===== src/sv/band_centroid_extractor_core_defines.svh =====
// ----------------------------------------------------------------------------
// Band centroid extractor assertion macros
// Shared assertion wrappers; they compile away when SYNTHESIS is defined.
// Both expect signals named clk and rst in the module that uses them.
// ----------------------------------------------------------------------------
`ifndef BAND_CENTROID_EXTRACTOR_CORE_DEFINES_SVH
`define BAND_CENTROID_EXTRACTOR_CORE_DEFINES_SVH

`ifndef SYNTHESIS
// Check a property on every clock edge outside reset
`define BCX_ASSERT(label, prop) \
  label: assert property (@(posedge clk) disable iff (rst) prop) \
    else $error("bcx: assertion failed");
// Check that a condition implies another in the same cycle
`define BCX_ASSERT_IMPL(label, pre, post) \
  label: assert property (@(posedge clk) disable iff (rst) (pre) |-> (post)) \
    else $error("bcx: implication failed");
`else
`define BCX_ASSERT(label, prop)
`define BCX_ASSERT_IMPL(label, pre, post)
`endif

`endif


===== src/sv/bcx_pkg.sv =====
// ----------------------------------------------------------------------------
// Band centroid extractor package
// Shared widths, register codes, controller states and the command and
// status bundles between controller and datapath.
// ----------------------------------------------------------------------------
package bcx_pkg;

  // Default size limits
  localparam int unsigned DEF_MAX_WIDTH  = 4096;
  localparam int unsigned DEF_MAX_HEIGHT = 4096;
  localparam int unsigned DEF_MAX_BANDS  = 64;
  localparam int unsigned DEF_FRAC_BITS  = 8;

  // Register reset values
  localparam int unsigned RST_IMAGE_WIDTH  = 640;
  localparam int unsigned RST_IMAGE_HEIGHT = 480;
  localparam int unsigned RST_BAND_COUNT   = 8;

  // Configuration port
  localparam int unsigned CFG_IDX_W    = 2;
  localparam int unsigned CFG_DATA_W   = 13;
  localparam int unsigned BAND_COUNT_W = 7;

  localparam logic [CFG_IDX_W-1:0] REG_IMAGE_WIDTH  = 2'd0;
  localparam logic [CFG_IDX_W-1:0] REG_IMAGE_HEIGHT = 2'd1;
  localparam logic [CFG_IDX_W-1:0] REG_BAND_COUNT   = 2'd2;

  // Result fields
  localparam int unsigned BAND_INDEX_W = 6;
  localparam int unsigned Q_W          = 20;
  localparam logic [Q_W-1:0] Q_MAX     = '1;

  // Stream widths
  localparam int unsigned IN_TDATA_W  = 8;
  localparam int unsigned OUT_FIELD_W = BAND_INDEX_W + 2 * Q_W;
  localparam int unsigned OUT_TDATA_W = ((OUT_FIELD_W + 7) / 8) * 8;

  typedef enum logic [2:0] {
    ST_BH_START,
    ST_BH_WAIT,
    ST_RUN,
    ST_X_START,
    ST_X_WAIT,
    ST_Y_START,
    ST_Y_WAIT,
    ST_EMIT
  } ctrl_state_t;

  typedef enum logic [1:0] {
    DIV_BH,
    DIV_X,
    DIV_Y
  } div_sel_t;

  typedef struct packed {
    logic     pix_take;
    logic     cfg_take;
    logic     div_start;
    div_sel_t div_sel;
    logic     bh_load;
    logic     x_load;
    logic     y_load;
    logic     emit;
  } ctrl_cmd_t;

  typedef struct packed {
    logic band_end;
    logic acc_empty;
    logic div_busy;
    logic div_done;
    logic out_free;
  } dp_status_t;

endpackage


===== src/sv/band_centroid_extractor_core.sv =====
// ----------------------------------------------------------------------------
// Band centroid extractor
// Per band centroid of a binary mask image streamed in raster order.
// ----------------------------------------------------------------------------
// Pixels are taken at one per clock while a band is being scanned and no
// configuration write is pending. On the last pixel of each band the block
// stops taking pixels while the shared serial divider works out x and y,
// one quotient bit per cycle, for QW = clog2(max(MAX_WIDTH, MAX_HEIGHT) + 1)
// + FRAC_BITS quotient bits (21 by default); an empty band skips the
// divisions. A band result also waits for the result register to drain.
// Each configuration write recomputes the band height with the same divider
// and holds off pixels until that division is done; after reset the first
// pixel is taken once the band height has been computed.
// The result register lets the next band be scanned while a result waits.
// ----------------------------------------------------------------------------
module band_centroid_extractor_core #(
  parameter int unsigned MAX_WIDTH  = bcx_pkg::DEF_MAX_WIDTH,
  parameter int unsigned MAX_HEIGHT = bcx_pkg::DEF_MAX_HEIGHT,
  parameter int unsigned MAX_BANDS  = bcx_pkg::DEF_MAX_BANDS,
  parameter int unsigned FRAC_BITS  = bcx_pkg::DEF_FRAC_BITS
) (
  input  logic                            clk,
  input  logic                            rst,
  // Pixel request stream
  input  logic                            s_axis_tvalid,
  output logic                            s_axis_tready,
  input  logic [bcx_pkg::IN_TDATA_W-1:0]  s_axis_tdata,  // [0] pixel_on
  input  logic                            s_axis_tuser,  // [0] frame_start
  // Band result stream
  output logic                            m_axis_tvalid,
  input  logic                            m_axis_tready,
  // [5:0] band_index, [25:6] centroid_x_q8, [45:26] centroid_y_q8
  output logic [bcx_pkg::OUT_TDATA_W-1:0] m_axis_tdata,
  output logic                            m_axis_tuser,  // [0] found
  output logic                            m_axis_tlast,  // last_band
  // Configuration write channel
  input  logic                            cfg_valid,
  output logic                            cfg_ready,
  input  logic [bcx_pkg::CFG_IDX_W-1:0]   cfg_index,
  input  logic [bcx_pkg::CFG_DATA_W-1:0]  cfg_data
);

  bcx_pkg::ctrl_cmd_t  cmd;
  bcx_pkg::dp_status_t st;

  bcx_controller u_controller (
    .clk           (clk),
    .rst           (rst),
    .s_axis_tvalid (s_axis_tvalid),
    .s_axis_tready (s_axis_tready),
    .cfg_valid     (cfg_valid),
    .cfg_ready     (cfg_ready),
    .st            (st),
    .cmd           (cmd)
  );

  bcx_datapath #(
    .MAX_WIDTH  (MAX_WIDTH),
    .MAX_HEIGHT (MAX_HEIGHT),
    .MAX_BANDS  (MAX_BANDS),
    .FRAC_BITS  (FRAC_BITS)
  ) u_datapath (
    .clk           (clk),
    .rst           (rst),
    .cmd           (cmd),
    .st            (st),
    .pixel_on      (s_axis_tdata[0]),
    .frame_start   (s_axis_tuser),
    .cfg_index     (cfg_index),
    .cfg_data      (cfg_data),
    .m_axis_tvalid (m_axis_tvalid),
    .m_axis_tready (m_axis_tready),
    .m_axis_tdata  (m_axis_tdata),
    .m_axis_tuser  (m_axis_tuser),
    .m_axis_tlast  (m_axis_tlast)
  );

endmodule


===== src/sv/bcx_divider.sv =====
// ----------------------------------------------------------------------------
// Band centroid extractor divider
// Restoring divider, one quotient bit per cycle. The caller guarantees that
// the quotient fits in QUO_W bits (num < den << QUO_W).
// ----------------------------------------------------------------------------
module bcx_divider #(
  parameter int unsigned NUM_W = 45,
  parameter int unsigned DEN_W = 25,
  parameter int unsigned QUO_W = 21
) (
  input  logic             clk,
  input  logic             rst,
  input  logic             start,
  input  logic [NUM_W-1:0] num,
  input  logic [DEN_W-1:0] den,
  output logic             busy,
  output logic             done,
  output logic [QUO_W-1:0] quo
);

  localparam int unsigned STEP_W = $clog2(QUO_W + 1);

  logic [STEP_W-1:0] steps_left;
  logic [DEN_W-1:0]  rem;
  logic [DEN_W-1:0]  den_q;
  logic [QUO_W-1:0]  shreg;
  logic [DEN_W:0]    trial;
  logic [DEN_W:0]    diff;
  logic              fits;

  // Trial subtract of the next numerator bit
  assign trial = {rem, shreg[QUO_W-1]};
  assign diff  = trial - {1'b0, den_q};
  assign fits  = (trial >= {1'b0, den_q});
  assign quo   = shreg;

  // Sequence the steps
  always_ff @(posedge clk) begin
    if (rst) begin
      busy       <= 1'b0;
      done       <= 1'b0;
      steps_left <= '0;
    end else begin
      done <= 1'b0;
      if (start) begin
        busy       <= 1'b1;
        steps_left <= STEP_W'(QUO_W);
      end else if (busy) begin
        steps_left <= steps_left - STEP_W'(1);
        if (steps_left == STEP_W'(1)) begin
          busy <= 1'b0;
          done <= 1'b1;
        end
      end
    end
  end

  // Shift numerator bits in, quotient bits out
  always_ff @(posedge clk) begin
    if (start) begin
      rem   <= DEN_W'(num >> QUO_W);
      shreg <= num[QUO_W-1:0];
      den_q <= den;
    end else if (busy) begin
      rem   <= fits ? diff[DEN_W-1:0] : trial[DEN_W-1:0];
      shreg <= {shreg[QUO_W-2:0], fits};
    end
  end

endmodule


===== src/sv/bcx_datapath.sv =====
// ----------------------------------------------------------------------------
// Band centroid extractor datapath
// Configuration registers, raster position counters, band accumulators,
// the shared divider, the band start multiplier and the result register.
// ----------------------------------------------------------------------------
`include "band_centroid_extractor_core_defines.svh"

module bcx_datapath #(
  parameter int unsigned MAX_WIDTH  = bcx_pkg::DEF_MAX_WIDTH,
  parameter int unsigned MAX_HEIGHT = bcx_pkg::DEF_MAX_HEIGHT,
  parameter int unsigned MAX_BANDS  = bcx_pkg::DEF_MAX_BANDS,
  parameter int unsigned FRAC_BITS  = bcx_pkg::DEF_FRAC_BITS
) (
  input  logic                               clk,
  input  logic                               rst,
  input  bcx_pkg::ctrl_cmd_t                 cmd,
  output bcx_pkg::dp_status_t                st,
  input  logic                               pixel_on,
  input  logic                               frame_start,
  input  logic [bcx_pkg::CFG_IDX_W-1:0]      cfg_index,
  input  logic [bcx_pkg::CFG_DATA_W-1:0]     cfg_data,
  output logic                               m_axis_tvalid,
  input  logic                               m_axis_tready,
  output logic [bcx_pkg::OUT_TDATA_W-1:0]    m_axis_tdata,
  output logic                               m_axis_tuser,
  output logic                               m_axis_tlast
);

  localparam int unsigned COL_W     = $clog2(MAX_WIDTH);
  localparam int unsigned ROW_W     = $clog2(MAX_HEIGHT);
  localparam int unsigned W_W       = $clog2(MAX_WIDTH + 1);
  localparam int unsigned H_W       = $clog2(MAX_HEIGHT + 1);
  localparam int unsigned NB_W      = $clog2(MAX_BANDS + 1);
  localparam int unsigned MAX_DIM   = (MAX_WIDTH > MAX_HEIGHT) ? MAX_WIDTH : MAX_HEIGHT;
  localparam int unsigned PIX_CNT_W = $clog2(MAX_WIDTH * MAX_HEIGHT + 1);
  localparam int unsigned SX_W      = PIX_CNT_W + COL_W;
  localparam int unsigned SY_W      = PIX_CNT_W + ROW_W;
  localparam int unsigned SUM_W     = (SX_W > SY_W) ? SX_W : SY_W;
  localparam int unsigned NUM_W     = SUM_W + FRAC_BITS;
  localparam int unsigned QUO_W     = $clog2(MAX_DIM + 1) + FRAC_BITS;
  localparam int unsigned ST_W      = NB_W + H_W;
  localparam int unsigned YA_W      =
      (QUO_W > H_W + FRAC_BITS) ? QUO_W : H_W + FRAC_BITS;
  localparam int unsigned RES_W     = ((YA_W > bcx_pkg::Q_W) ? YA_W : bcx_pkg::Q_W) + 1;
  localparam int unsigned PAD_W     = bcx_pkg::OUT_TDATA_W - bcx_pkg::OUT_FIELD_W;

  localparam int unsigned W_RST  =
      (bcx_pkg::RST_IMAGE_WIDTH > MAX_WIDTH) ? MAX_WIDTH : bcx_pkg::RST_IMAGE_WIDTH;
  localparam int unsigned H_RST  =
      (bcx_pkg::RST_IMAGE_HEIGHT > MAX_HEIGHT) ? MAX_HEIGHT : bcx_pkg::RST_IMAGE_HEIGHT;
  localparam int unsigned NB_RST =
      (bcx_pkg::RST_BAND_COUNT > MAX_BANDS) ? MAX_BANDS : bcx_pkg::RST_BAND_COUNT;

  // Zero reads as one, oversize saturates at the limit
  function automatic logic [bcx_pkg::CFG_DATA_W:0] clamp_reg(
    input logic [bcx_pkg::CFG_DATA_W-1:0] v,
    input int unsigned                    hi
  );
    logic [bcx_pkg::CFG_DATA_W:0] ve;
    ve = {1'b0, v};
    if (v == '0) begin
      return (bcx_pkg::CFG_DATA_W + 1)'(1);
    end else if (ve > (bcx_pkg::CFG_DATA_W + 1)'(hi)) begin
      return (bcx_pkg::CFG_DATA_W + 1)'(hi);
    end else begin
      return ve;
    end
  endfunction

  function automatic logic [bcx_pkg::Q_W-1:0] sat_q(input logic [RES_W-1:0] v);
    if (v > RES_W'(bcx_pkg::Q_MAX)) begin
      return bcx_pkg::Q_MAX;
    end else begin
      return bcx_pkg::Q_W'(v);
    end
  endfunction

  // Effective configuration
  logic [W_W-1:0]  img_w;
  logic [H_W-1:0]  img_h;
  logic [NB_W-1:0] band_num;
  logic [H_W-1:0]  band_height;

  // Scan state
  logic [COL_W-1:0]     column_pos;
  logic [ROW_W-1:0]     row_in_band;
  logic [NB_W-1:0]      current_band;
  logic [PIX_CNT_W-1:0] set_pixel_count;
  logic [SX_W-1:0]      sum_of_columns;
  logic [SY_W-1:0]      sum_of_row_offsets;

  // Position after an optional frame restart
  logic [COL_W-1:0]     col_b;
  logic [ROW_W-1:0]     row_b;
  logic [NB_W-1:0]      band_b;
  logic [PIX_CNT_W-1:0] cnt_b;
  logic [SX_W-1:0]      sx_b;
  logic [SY_W-1:0]      sy_b;
  logic                 active;
  logic                 col_end;
  logic                 row_end;

  logic [COL_W-1:0]     column_pos_next;
  logic [ROW_W-1:0]     row_in_band_next;
  logic [PIX_CNT_W-1:0] set_pixel_count_next;
  logic [SX_W-1:0]      sum_of_columns_next;
  logic [SY_W-1:0]      sum_of_row_offsets_next;

  // Division and result
  logic [NUM_W-1:0]     div_num;
  logic [PIX_CNT_W-1:0] div_den;
  logic [QUO_W-1:0]     div_quo;
  logic                 div_busy;
  logic                 div_done;
  logic [ST_W-1:0]      band_start;
  logic [bcx_pkg::Q_W-1:0] x_q;
  logic [bcx_pkg::Q_W-1:0] y_q;

  localparam int unsigned BAND_INDEX_LOCAL_W = bcx_pkg::BAND_INDEX_W;
  logic [BAND_INDEX_LOCAL_W-1:0] out_band;
  logic [bcx_pkg::Q_W-1:0] out_x;
  logic [bcx_pkg::Q_W-1:0] out_y;

  // Write configuration registers
  always_ff @(posedge clk) begin
    if (rst) begin
      img_w    <= W_W'(W_RST);
      img_h    <= H_W'(H_RST);
      band_num <= NB_W'(NB_RST);
    end else if (cmd.cfg_take) begin
      unique case (cfg_index)
        bcx_pkg::REG_IMAGE_WIDTH:  img_w <= W_W'(clamp_reg(cfg_data, MAX_WIDTH));
        bcx_pkg::REG_IMAGE_HEIGHT: img_h <= H_W'(clamp_reg(cfg_data, MAX_HEIGHT));
        bcx_pkg::REG_BAND_COUNT: begin
          band_num <= NB_W'(clamp_reg(
              bcx_pkg::CFG_DATA_W'(cfg_data[bcx_pkg::BAND_COUNT_W-1:0]), MAX_BANDS));
        end
        default: ;
      endcase
    end
  end

  // Hold band height from the divider
  always_ff @(posedge clk) begin
    if (rst) begin
      band_height <= '0;
    end else if (cmd.bh_load) begin
      band_height <= H_W'(div_quo);
    end
  end

  // Advance raster position for the offered pixel
  always_comb begin
    col_b  = frame_start ? '0 : column_pos;
    row_b  = frame_start ? '0 : row_in_band;
    band_b = frame_start ? '0 : current_band;
    cnt_b  = frame_start ? '0 : set_pixel_count;
    sx_b   = frame_start ? '0 : sum_of_columns;
    sy_b   = frame_start ? '0 : sum_of_row_offsets;

    active  = (band_height != '0) && (band_b < band_num);
    col_end = (W_W'(col_b) >= (img_w - W_W'(1)));
    row_end = (H_W'(row_b) >= (band_height - H_W'(1)));

    column_pos_next         = col_b;
    row_in_band_next        = row_b;
    set_pixel_count_next    = cnt_b;
    sum_of_columns_next     = sx_b;
    sum_of_row_offsets_next = sy_b;
    if (active) begin
      if (pixel_on) begin
        set_pixel_count_next    = cnt_b + PIX_CNT_W'(1);
        sum_of_columns_next     = sx_b + SX_W'(col_b);
        sum_of_row_offsets_next = sy_b + SY_W'(row_b);
      end
      if (col_end) begin
        column_pos_next  = '0;
        row_in_band_next = row_end ? '0 : row_b + ROW_W'(1);
      end else begin
        column_pos_next = col_b + COL_W'(1);
      end
    end
  end

  // Update scan state on a taken pixel, close the band on emit
  always_ff @(posedge clk) begin
    if (rst) begin
      column_pos         <= '0;
      row_in_band        <= '0;
      current_band       <= '0;
      set_pixel_count    <= '0;
      sum_of_columns     <= '0;
      sum_of_row_offsets <= '0;
    end else if (cmd.pix_take) begin
      column_pos         <= column_pos_next;
      row_in_band        <= row_in_band_next;
      current_band       <= band_b;
      set_pixel_count    <= set_pixel_count_next;
      sum_of_columns     <= sum_of_columns_next;
      sum_of_row_offsets <= sum_of_row_offsets_next;
    end else if (cmd.emit) begin
      current_band       <= current_band + NB_W'(1);
      set_pixel_count    <= '0;
      sum_of_columns     <= '0;
      sum_of_row_offsets <= '0;
    end
  end

  // Band start row for the y offset
  always_ff @(posedge clk) begin
    band_start <= ST_W'(current_band) * ST_W'(band_height);
  end

  // Select divider operands
  always_comb begin
    unique case (cmd.div_sel)
      bcx_pkg::DIV_BH: begin
        div_num = NUM_W'(img_h);
        div_den = PIX_CNT_W'(band_num);
      end
      bcx_pkg::DIV_X: begin
        div_num = NUM_W'(sum_of_columns) << FRAC_BITS;
        div_den = set_pixel_count;
      end
      bcx_pkg::DIV_Y: begin
        div_num = NUM_W'(sum_of_row_offsets) << FRAC_BITS;
        div_den = set_pixel_count;
      end
      default: begin
        div_num = '0;
        div_den = '0;
      end
    endcase
  end

  bcx_divider #(
    .NUM_W (NUM_W),
    .DEN_W (PIX_CNT_W),
    .QUO_W (QUO_W)
  ) u_divider (
    .clk   (clk),
    .rst   (rst),
    .start (cmd.div_start),
    .num   (div_num),
    .den   (div_den),
    .busy  (div_busy),
    .done  (div_done),
    .quo   (div_quo)
  );

  // Capture centroid coordinates
  always_ff @(posedge clk) begin
    if (cmd.x_load) begin
      x_q <= sat_q(RES_W'(div_quo));
    end
    if (cmd.y_load) begin
      y_q <= sat_q((RES_W'(band_start) << FRAC_BITS) + RES_W'(div_quo));
    end
  end

  // Result register toward the output stream
  always_ff @(posedge clk) begin
    if (rst) begin
      m_axis_tvalid <= 1'b0;
    end else if (cmd.emit) begin
      m_axis_tvalid <= 1'b1;
    end else if (m_axis_tready) begin
      m_axis_tvalid <= 1'b0;
    end
  end

  always_ff @(posedge clk) begin
    if (cmd.emit) begin
      out_band     <= BAND_INDEX_LOCAL_W'(current_band);
      m_axis_tuser <= (set_pixel_count != '0);
      out_x        <= (set_pixel_count != '0) ? x_q : '0;
      out_y        <= (set_pixel_count != '0) ? y_q : '0;
      m_axis_tlast <= (current_band == (band_num - NB_W'(1)));
    end
  end

  assign m_axis_tdata = {PAD_W'(0), out_y, out_x, out_band};

  // Status toward the controller
  assign st.band_end  = active && col_end && row_end;
  assign st.acc_empty = (set_pixel_count == '0);
  assign st.div_busy  = div_busy;
  assign st.div_done  = div_done;
  assign st.out_free  = !m_axis_tvalid || m_axis_tready;

  `BCX_ASSERT(a_emit_clears_acc, cmd.emit |=> (set_pixel_count == '0))
  `BCX_ASSERT_IMPL(a_no_overwrite, m_axis_tvalid && !m_axis_tready, !cmd.emit)
  `BCX_ASSERT_IMPL(a_emit_band_in_range, cmd.emit, current_band < band_num)

endmodule


===== src/sv/bcx_controller.sv =====
// ----------------------------------------------------------------------------
// Band centroid extractor controller
// Sequences band height setup, pixel intake and the per band divisions,
// and hands results to the output register.
// ----------------------------------------------------------------------------
`include "band_centroid_extractor_core_defines.svh"

module bcx_controller (
  input  logic                clk,
  input  logic                rst,
  input  logic                s_axis_tvalid,
  output logic                s_axis_tready,
  input  logic                cfg_valid,
  output logic                cfg_ready,
  input  bcx_pkg::dp_status_t st,
  output bcx_pkg::ctrl_cmd_t  cmd
);

  bcx_pkg::ctrl_state_t state;
  bcx_pkg::ctrl_state_t state_next;

  // State register
  always_ff @(posedge clk) begin
    if (rst) begin
      state <= bcx_pkg::ST_BH_START;
    end else begin
      state <= state_next;
    end
  end

  // Next state
  always_comb begin
    state_next = state;
    unique case (state)
      bcx_pkg::ST_BH_START: state_next = bcx_pkg::ST_BH_WAIT;
      bcx_pkg::ST_BH_WAIT: begin
        if (st.div_done) state_next = bcx_pkg::ST_RUN;
      end
      bcx_pkg::ST_RUN: begin
        if (cfg_valid) begin
          state_next = bcx_pkg::ST_BH_START;
        end else if (s_axis_tvalid && st.band_end) begin
          state_next = bcx_pkg::ST_X_START;
        end
      end
      bcx_pkg::ST_X_START: begin
        state_next = st.acc_empty ? bcx_pkg::ST_EMIT : bcx_pkg::ST_X_WAIT;
      end
      bcx_pkg::ST_X_WAIT: begin
        if (st.div_done) state_next = bcx_pkg::ST_Y_START;
      end
      bcx_pkg::ST_Y_START: state_next = bcx_pkg::ST_Y_WAIT;
      bcx_pkg::ST_Y_WAIT: begin
        if (st.div_done) state_next = bcx_pkg::ST_EMIT;
      end
      bcx_pkg::ST_EMIT: begin
        if (st.out_free) state_next = bcx_pkg::ST_RUN;
      end
      default: state_next = bcx_pkg::ST_BH_START;
    endcase
  end

  // Commands and handshakes
  always_comb begin
    cmd           = '0;
    cmd.div_sel   = bcx_pkg::DIV_X;
    s_axis_tready = 1'b0;
    cfg_ready     = 1'b0;
    unique case (state)
      bcx_pkg::ST_BH_START: begin
        cmd.div_start = 1'b1;
        cmd.div_sel   = bcx_pkg::DIV_BH;
      end
      bcx_pkg::ST_BH_WAIT: cmd.bh_load = st.div_done;
      bcx_pkg::ST_RUN: begin
        cfg_ready     = 1'b1;
        s_axis_tready = !cfg_valid;
        cmd.cfg_take  = cfg_valid;
        cmd.pix_take  = s_axis_tvalid && !cfg_valid;
      end
      bcx_pkg::ST_X_START: cmd.div_start = !st.acc_empty;
      bcx_pkg::ST_X_WAIT:  cmd.x_load    = st.div_done;
      bcx_pkg::ST_Y_START: begin
        cmd.div_start = 1'b1;
        cmd.div_sel   = bcx_pkg::DIV_Y;
      end
      bcx_pkg::ST_Y_WAIT: cmd.y_load = st.div_done;
      bcx_pkg::ST_EMIT:   cmd.emit   = st.out_free;
      default: ;
    endcase
  end

  `BCX_ASSERT_IMPL(a_div_start_idle, cmd.div_start, !st.div_busy)
  `BCX_ASSERT(a_band_end_divides, (cmd.pix_take && st.band_end) |=> (state == bcx_pkg::ST_X_START))
  `BCX_ASSERT(a_cfg_recomputes, cmd.cfg_take |=> (state == bcx_pkg::ST_BH_START))

endmodule

===== config.mk =====
export PLATFORM = sky130hd
export DESIGN_NAME = band_centroid_extractor_core
export DESIGN_NICKNAME = d
export VERILOG_FILES = /design/src/sv/bcx_pkg.sv /design/src/sv/band_centroid_extractor_core.sv /design/src/sv/bcx_divider.sv /design/src/sv/bcx_datapath.sv /design/src/sv/bcx_controller.sv
export VERILOG_INCLUDE_DIRS = /design/src /design/src/sv
export SDC_FILE = /design/constraint.sdc
export NUM_CORES = 1
export LEC_CHECK = 0
export BUFFER_PORTS_ARGS = -buffer_cell sky130_fd_sc_hd__buf_2
export CELL_PAD_IN_SITES_DETAIL_PLACEMENT = 1
export CELL_PAD_IN_SITES_GLOBAL_PLACEMENT = 1
export CORE_MARGIN = 1.5
export CORE_UTILIZATION = 32
export CTS_CLUSTER_DIAMETER = 60
export DETAILED_ROUTE_END_ITERATION = 8
export GPL_ROUTABILITY_DRIVEN = 1
export HOLD_SLACK_MARGIN = 0.06
export PLACE_DENSITY_LB_ADDON = 0.08
export SETUP_SLACK_MARGIN = 0.1
export SLEW_MARGIN = 30
export SYNTH_ARGS = -nofsm -noshare
export SYNTH_HDL_FRONTEND = slang
export SYNTH_SLANG_ARGS = --single-unit
export TNS_END_PERCENT = 100

===== constraint.sdc =====
create_clock -name clk -period 5.3 [get_ports clk]
set_clock_uncertainty 0.1 [all_clocks]
set_input_delay 0.53 -clock clk [delete_from_list [all_inputs] [get_ports clk]]
set_output_delay 0.53 -clock clk [all_outputs]
set_load 0.03 [all_outputs]

; ---- Yosys cells after proc, flatten, opt, wreduce, memory -nomap -nowiden
; Cells that the tools add are included.
[classes]
order_cmp = 8
eq_ne = 18
n_addsub = 12
bitwise = 1
mul = 1
n_reduce_logical = 28
n_mux = 60
[ops]
columns = op, n
row1 = two-way mux 37 bit, 9
row2 = two-way mux 25 bit, 6
row3 = one-hot mux 45 bit (3 select lines), 1
row4 = two-way mux 12 bit, 7
row5 = adder 37 x 12 -> 37 bit, 2
row6 = one-hot mux 25 bit (2 select lines), 1
row7 = two-way mux 24 bit, 2
row8 = two-way mux 21 bit, 2
row9 = two-way mux 7 bit, 5
row10 = >= comparator 12 x 13 -> 1 bit, 2
row11 = >= comparator 26 x 25 -> 1 bit, 1
row12 = two-way mux 13 bit, 2
row13 = "subtractor 13 x 1 -> 13 bit, second input constant", 2
row14 = "adder 25 x 1 -> 25 bit, second input constant", 1
row15 = zero test 25 bit, 1
row16 = nonzero test 25 bit, 1
row17 = subtractor 25 bit, 1
row18 = "adder 12 x 1 -> 12 bit, second input constant", 2
row19 = one-hot mux 3 bit (8 select lines), 1
row20 = adder 22 x 21 -> 22 bit, 1
row21 = "greater-than comparator 22 x 20 -> 1 bit, second input constant", 1
row22 = "greater-than comparator 21 x 20 -> 1 bit, second input constant", 1
row23 = two-way mux 3 bit, 6
row24 = multiplier 7 x 13 -> 14 bit, 1
row25 = other kinds (34), 69
[totals]
inputBits = 29
register_bits = 360
out_inout_bits = 53

; ---- Longest topological paths before layout
[logic_depth]
ltp_word = 9
mapped_depth = 20
ltp_nobuf = 18

; ---- Modules after synthesis
; Synthesis repeated with hierarchy kept, for this count alone.
[unflattened]
hier_cells = 2596
hier_area_um2 = 23266.1
[modules_own_cells]
columns = mod, seq_area_each_um2, area_per_inst_um2, n_inst, cells_each
row1 = bcx_datapath, 6466.2, 18147.4, 1, 2113
row2 = bcx_divider, 2262.2, 4809.6, 1, 442
row3 = bcx_controller, 60.1, 309.0, 1, 41

; ---- Worst setup path after synthesis
; OpenSTA, ideal clock, no wires.
[synth_path]
kind = input to register
startpoint = input s_axis_tuser
endpoint = register u_datapath.sum_of_row_offsets[17]
setup_slack_ps = 827
setup_time_ps = 116
n_path_buf = 6
arrival_ps = 4257
path_stages = 17
cell_sequence = clkbuf_1 -> clkbuf_1 -> clkbuf_1 -> clkbuf_1 -> clkbuf_1 -> nor2b_1 -> ha_1 -> a21o_1 -> a21oi_1 -> o21bai_1 -> a21oi_1 -> o21a_1 -> o31ai_1 -> clkbuf_1 -> nand4_1 -> mux2_2 -> a31o_2
[synth_via]
elab_chain_len = 5
elab_cells_between_ends = 9
cone_classes = add/sub (1) / order compare (1) / mux (6) / reduce/logical (1)
[synth_rtl]
columns = item, line_no
row1 = start: declaration, band_centroid_extractor_core.sv:28  ; input logic s_axis_tuser,
row2 = two-way mux 37 bit (tied with other cells), bcx_datapath.sv:159  ; sy_b = frame_start ? '0 : sum_of_row_offsets;
row3 = adder 37 x 12 -> 37 bit or < comparator 7 bit (tied branches), "bcx_datapath.sv:174, bcx_datapath.sv:161"
row4 = two-way mux 37 bit or logical AND 1 bit (tied branches), "bcx_datapath.sv:171, bcx_datapath.sv:161"
row5 = two-way mux 37 bit *, bcx_datapath.sv:170  ; if (active) begin
row6 = two-way mux 37 bit *, bcx_datapath.sv:194  ; end else if (cmd.pix_take) begin
row7 = end signal: assignment, bcx_datapath.sv:200  ; sum_of_row_offsets <= sum_of_row_offsets_next;
row8 = end: declaration, bcx_datapath.sv:90  ; logic [SY_W-1:0] sum_of_row_offsets;
; Every way passes the cells marked *; elsewhere a longest branch is shown, timed or not.
; A chain may end at the register's enable or synchronous reset.

; ---- Worst setup path after layout
[layout_path]
startpoint = register u_datapath.current_band[6]
endpoint = register u_datapath.band_start[12]
[layout_via]
elab_chain_len = 1
[layout_rtl]
columns = item, line_no
row1 = start: declaration, bcx_datapath.sv:87  ; logic [NB_W-1:0] current_band;
row2 = start signal: assignment, bcx_datapath.sv:197  ; current_band <= band_b;
row3 = start signal: assignment, bcx_datapath.sv:202  ; current_band <= current_band + NB_W'(1);
row4 = multiplier 7 x 13 -> 14 bit, bcx_datapath.sv:211  ; band_start <= ST_W'(current_band) * ST_W'(band_height);
row5 = end signal: assignment, bcx_datapath.sv:211
row6 = end: declaration, bcx_datapath.sv:115  ; logic [ST_W-1:0] band_start;
; Every way passes these cells.

==> results.py <==
metrics = {
    "status": {
        "status": "complete, no violations",
    },
    "floorplanning": {
        "die_area_mm2": 0.0717,
        "start_util": 0.325,
        "fp.dieH_um": 268,
        "die_w_um": 268,
        "ios": 82,
        "core_area_mm2": 0.0691,
        "fp-row-count": 96,
    },
    "clock_tree": {
        "clockRootBuffer": "clkbuf_16",
        "clock_latency_ps": 590,
        "cts.repair.resized": 0,
        "cts_tree": "yes",
        "path_clk_slew_ps": 60,
        "htreeDepth": 2,
        "ctsHoldBuffers": 0,
        "cts.sinks": 360,
        "postCtsSetupBuffers": 0,
        "cts_buffer_depth": 3,
        "cts_buffers": 50,
    },
    "timing": {
        "post-route-min-period_ps": 4640,
        "hold_ws_ps": 143,
        "tns_ps": 0,
        "setup_viol": 0,
        "fin_ws_ps": 659,
        "fmax_mhz": 215,
        "finalMaxSlewViolations": 0,
        "rsz0062_at_grt": "no",
        "relSlewSlack": 0.280,
        "worst-slew-pin-transition_ps": 1080,
        "fin_crit_sh": 0.876,
        "finalHoldViolCount": 0,
    },
    "synthesis": {
        "syn_inst": 2510,
        "yosys_register_bits": 360,
        "synthSimpleGateAreaFrac": 0.217,
        "synth_ff_type": "dfxtp_1",
        "async_flop_share": 0,
        "yosysTopAreaCellShare": 0.211,
        "synth_xor_area_frac": 0.0429,
        "netlist-cell-type-count": 83,
        "ys.warnings.count": 0,
        "synth_top_area_cell": "edfxtp_1",
        "synth_mux_area_frac": 0.0134,
        "synth-compound-area-share": 0.177,
        "synth-adder-area-share": 0.108,
        "synth_area_leaders": "edfxtp_1, dfxtp_1, ha_1",
        "synth_top_family_by_area": "simple AND/OR/NAND/NOR gates",
        "ys_seq_area_frac": 0.392,
        "syn_avg_cell_area_um2": 8.94,
        "synth-edff-count": 158,
        "syn_area_mm2": 0.0224,
    },
    "detailed_routing": {
        "vias": 18900,
        "drc": 0,
        "first_iter_violations": 1019,
        "postRouteAntennaNets": 0,
        "wl_per_cell_um": 21.5,
        "viasPerCell": 5.37,
        "wl_um": 75700,
        "drtPass1Iterations": 4,
    },
    "place": {
        "port_buffers": 72,
        "place_ws_ps": 631,
        "gp_congestion": 0.826,
        "dpl.hpwl_um": 54700,
    },
    "power": {
        "p_leak_nw": 10.1,
        "ir_drop_uv": 185,
        "switchingPower_w": 0.00214,
        "p_comb_frac": 0.153,
        "finalPower_w": 0.00741,
        "clkPwrFrac": 0.426,
        "intPower_w": 0.00527,
        "swShare": 0.289,
        "seqPwrFrac": 0.421,
        "power_density_mw_per_mm2": 292,
    },
    "critical_path": {
        "crit_required_ps": 5710,
        "path_cells": "nand2_1, fa_1, fa_1, inv_1, fa_1, inv_1, fa_1, inv_1, ha_1, inv_1, o21bai_1, a21oi_1, o21bai_1, a21oi_1, o21bai_1, a21oi_1, xnor2_1",
        "end_kind": "flip-flop",
        "path_max_fanout": 12,
        "worst_path_max_delay_cell": "dfxtp_1",
        "critPathLaunchType": "flip-flop",
        "rrSetupSlack_ps": 660,
        "reg2reg_depth": 17,
        "critical_path_arrival_ps": 5050,
        "worstSetupPathType": "reg2reg",
        "slowest_delay_ps": 590,
    },
    "grt": {
        "grt_remaining_overflow": 0,
        "grt.total_usage": 0.213,
        "antenna_found_initial": 0,
        "grt_max_degree": 76,
        "grt_pass1_vias": 19600,
        "grt_pass1_wl_um": 118000,
    },
    "finish": {
        "drive_gt1_frac": 0.102,
        "fin_nets": 2739,
        "area_growth_pct": 13.1,
        "final_cell_mix": "nand2_1, a21oi_1, dfxtp_1",
        "mostFrequentLayoutCell": "nand2_1",
    },
    "min_path": {
        "min_path_cells": 3,
        "hold_path_class": "in2reg",
    },
    "job": {
        "maxCapViolations": 0,
    },
}
[layout make-up]
class                      instances  area (um^2)
multi-input combinational       1869        12600
inverter                         134          503
timing repair buffer             128          796
clock buffer                      61         1310
sequential                       360         8790
clock inverter                    32          214
antenna                            1         2.50
fill                            7931        43700
tap                              931         1160
[worst max-delay path, delay by kind of cell (launching register included)]
| family | cells | cell delay, ps |
|---|---|---|
| compound gates | 6 | 900 |
| xor+xnor | 1 | 130 |
| fa+ha+maj | 5 | 2490 |
| buf+inv | 4 | 220 |
| flops | 1 | 590 |
| simple gates | 1 | 140 |
[routing by layer]
layer  track usage  part of all wire  vias to the layer above
met5             0                 0                        -
met1         0.296              0.48                     9394
met2         0.340              0.45                      312
li1              -                 -                     9095
met3        0.0305             0.037                       93
met4        0.0681             0.031                        0
[final timing paths]
| check | start | to |
|---|---|---|
| max | u_datapath.current_band[6] | u_datapath.band_start[12] |
| min | cfg_data[9] | u_datapath.img_w[9] |
| max reg2reg | u_datapath.current_band[6] | u_datapath.band_start[12] |
| min reg2reg | u_datapath.sum_of_row_offsets[10] | u_datapath.sum_of_row_offsets[10] |
[registers in the layout, summed over array words and instances (netlist names), 21 cells and up]
name and count:
u_datapath.u_divider.quo 21, u_datapath.sum_of_row_offsets 37, u_datapath.u_divider.den_q 25, u_datapath.set_pixel_count 25, u_datapath.sum_of_columns 37, u_datapath.u_divider.rem 25
[cell families after synthesis]
group	Yosys count
muxes	29
other	1
AOI/OAI and AO/OA	626
xor gates and xnor gates	110
adders and majority gates	167
DFF	360
and+or+nand+nor	935
buffers and inverters	282
[synth_stat cells, drive strengths merged, types with 15 or more instances]
library cell  count
o21ai           127
a211oi           17
ha              121
nor2b           134
or2              27
nor2            165
fa               46
or3              21
inv             134
nand2b           20
nor3             50
a31oi            34
nand3b           16
and2             61
xnor2            77
buf              22
nand4            41
and3             35
nor4             17
nor3b            15
a21oi           215
a22oi            23
mux2i            20
a21o             36
dfxtp           202
edfxtp          158
a221oi           33
clkbuf          126
nand3            72
o211ai           16
xor2             33
nand2           226
[power by group through the flow]
stage          Combinational (W)  Sequential [W]  Clock [W]
3_5_place_dp             0.00114         0.00318          0
4_1_cts                  0.00115         0.00312    0.00326
6_report                 0.00114         0.00312    0.00316
5_1_grt                  0.00127         0.00313    0.00337
3_3_place_gp             0.00112         0.00317          0
2_1_floorplan           0.000820         0.00312          0
[per-stage QoR]
stage	util	cell area (um^2)	std cells
after floorplan	-	22500	2511
after global placement	0.345	23900	3422
after detailed placement	0.345	23900	3422
after CTS	0.368	25400	3515
after global routing	0.368	25400	3515
final	0.368	25400	3516
No activity file was read; power rests on OpenSTA's default activity.
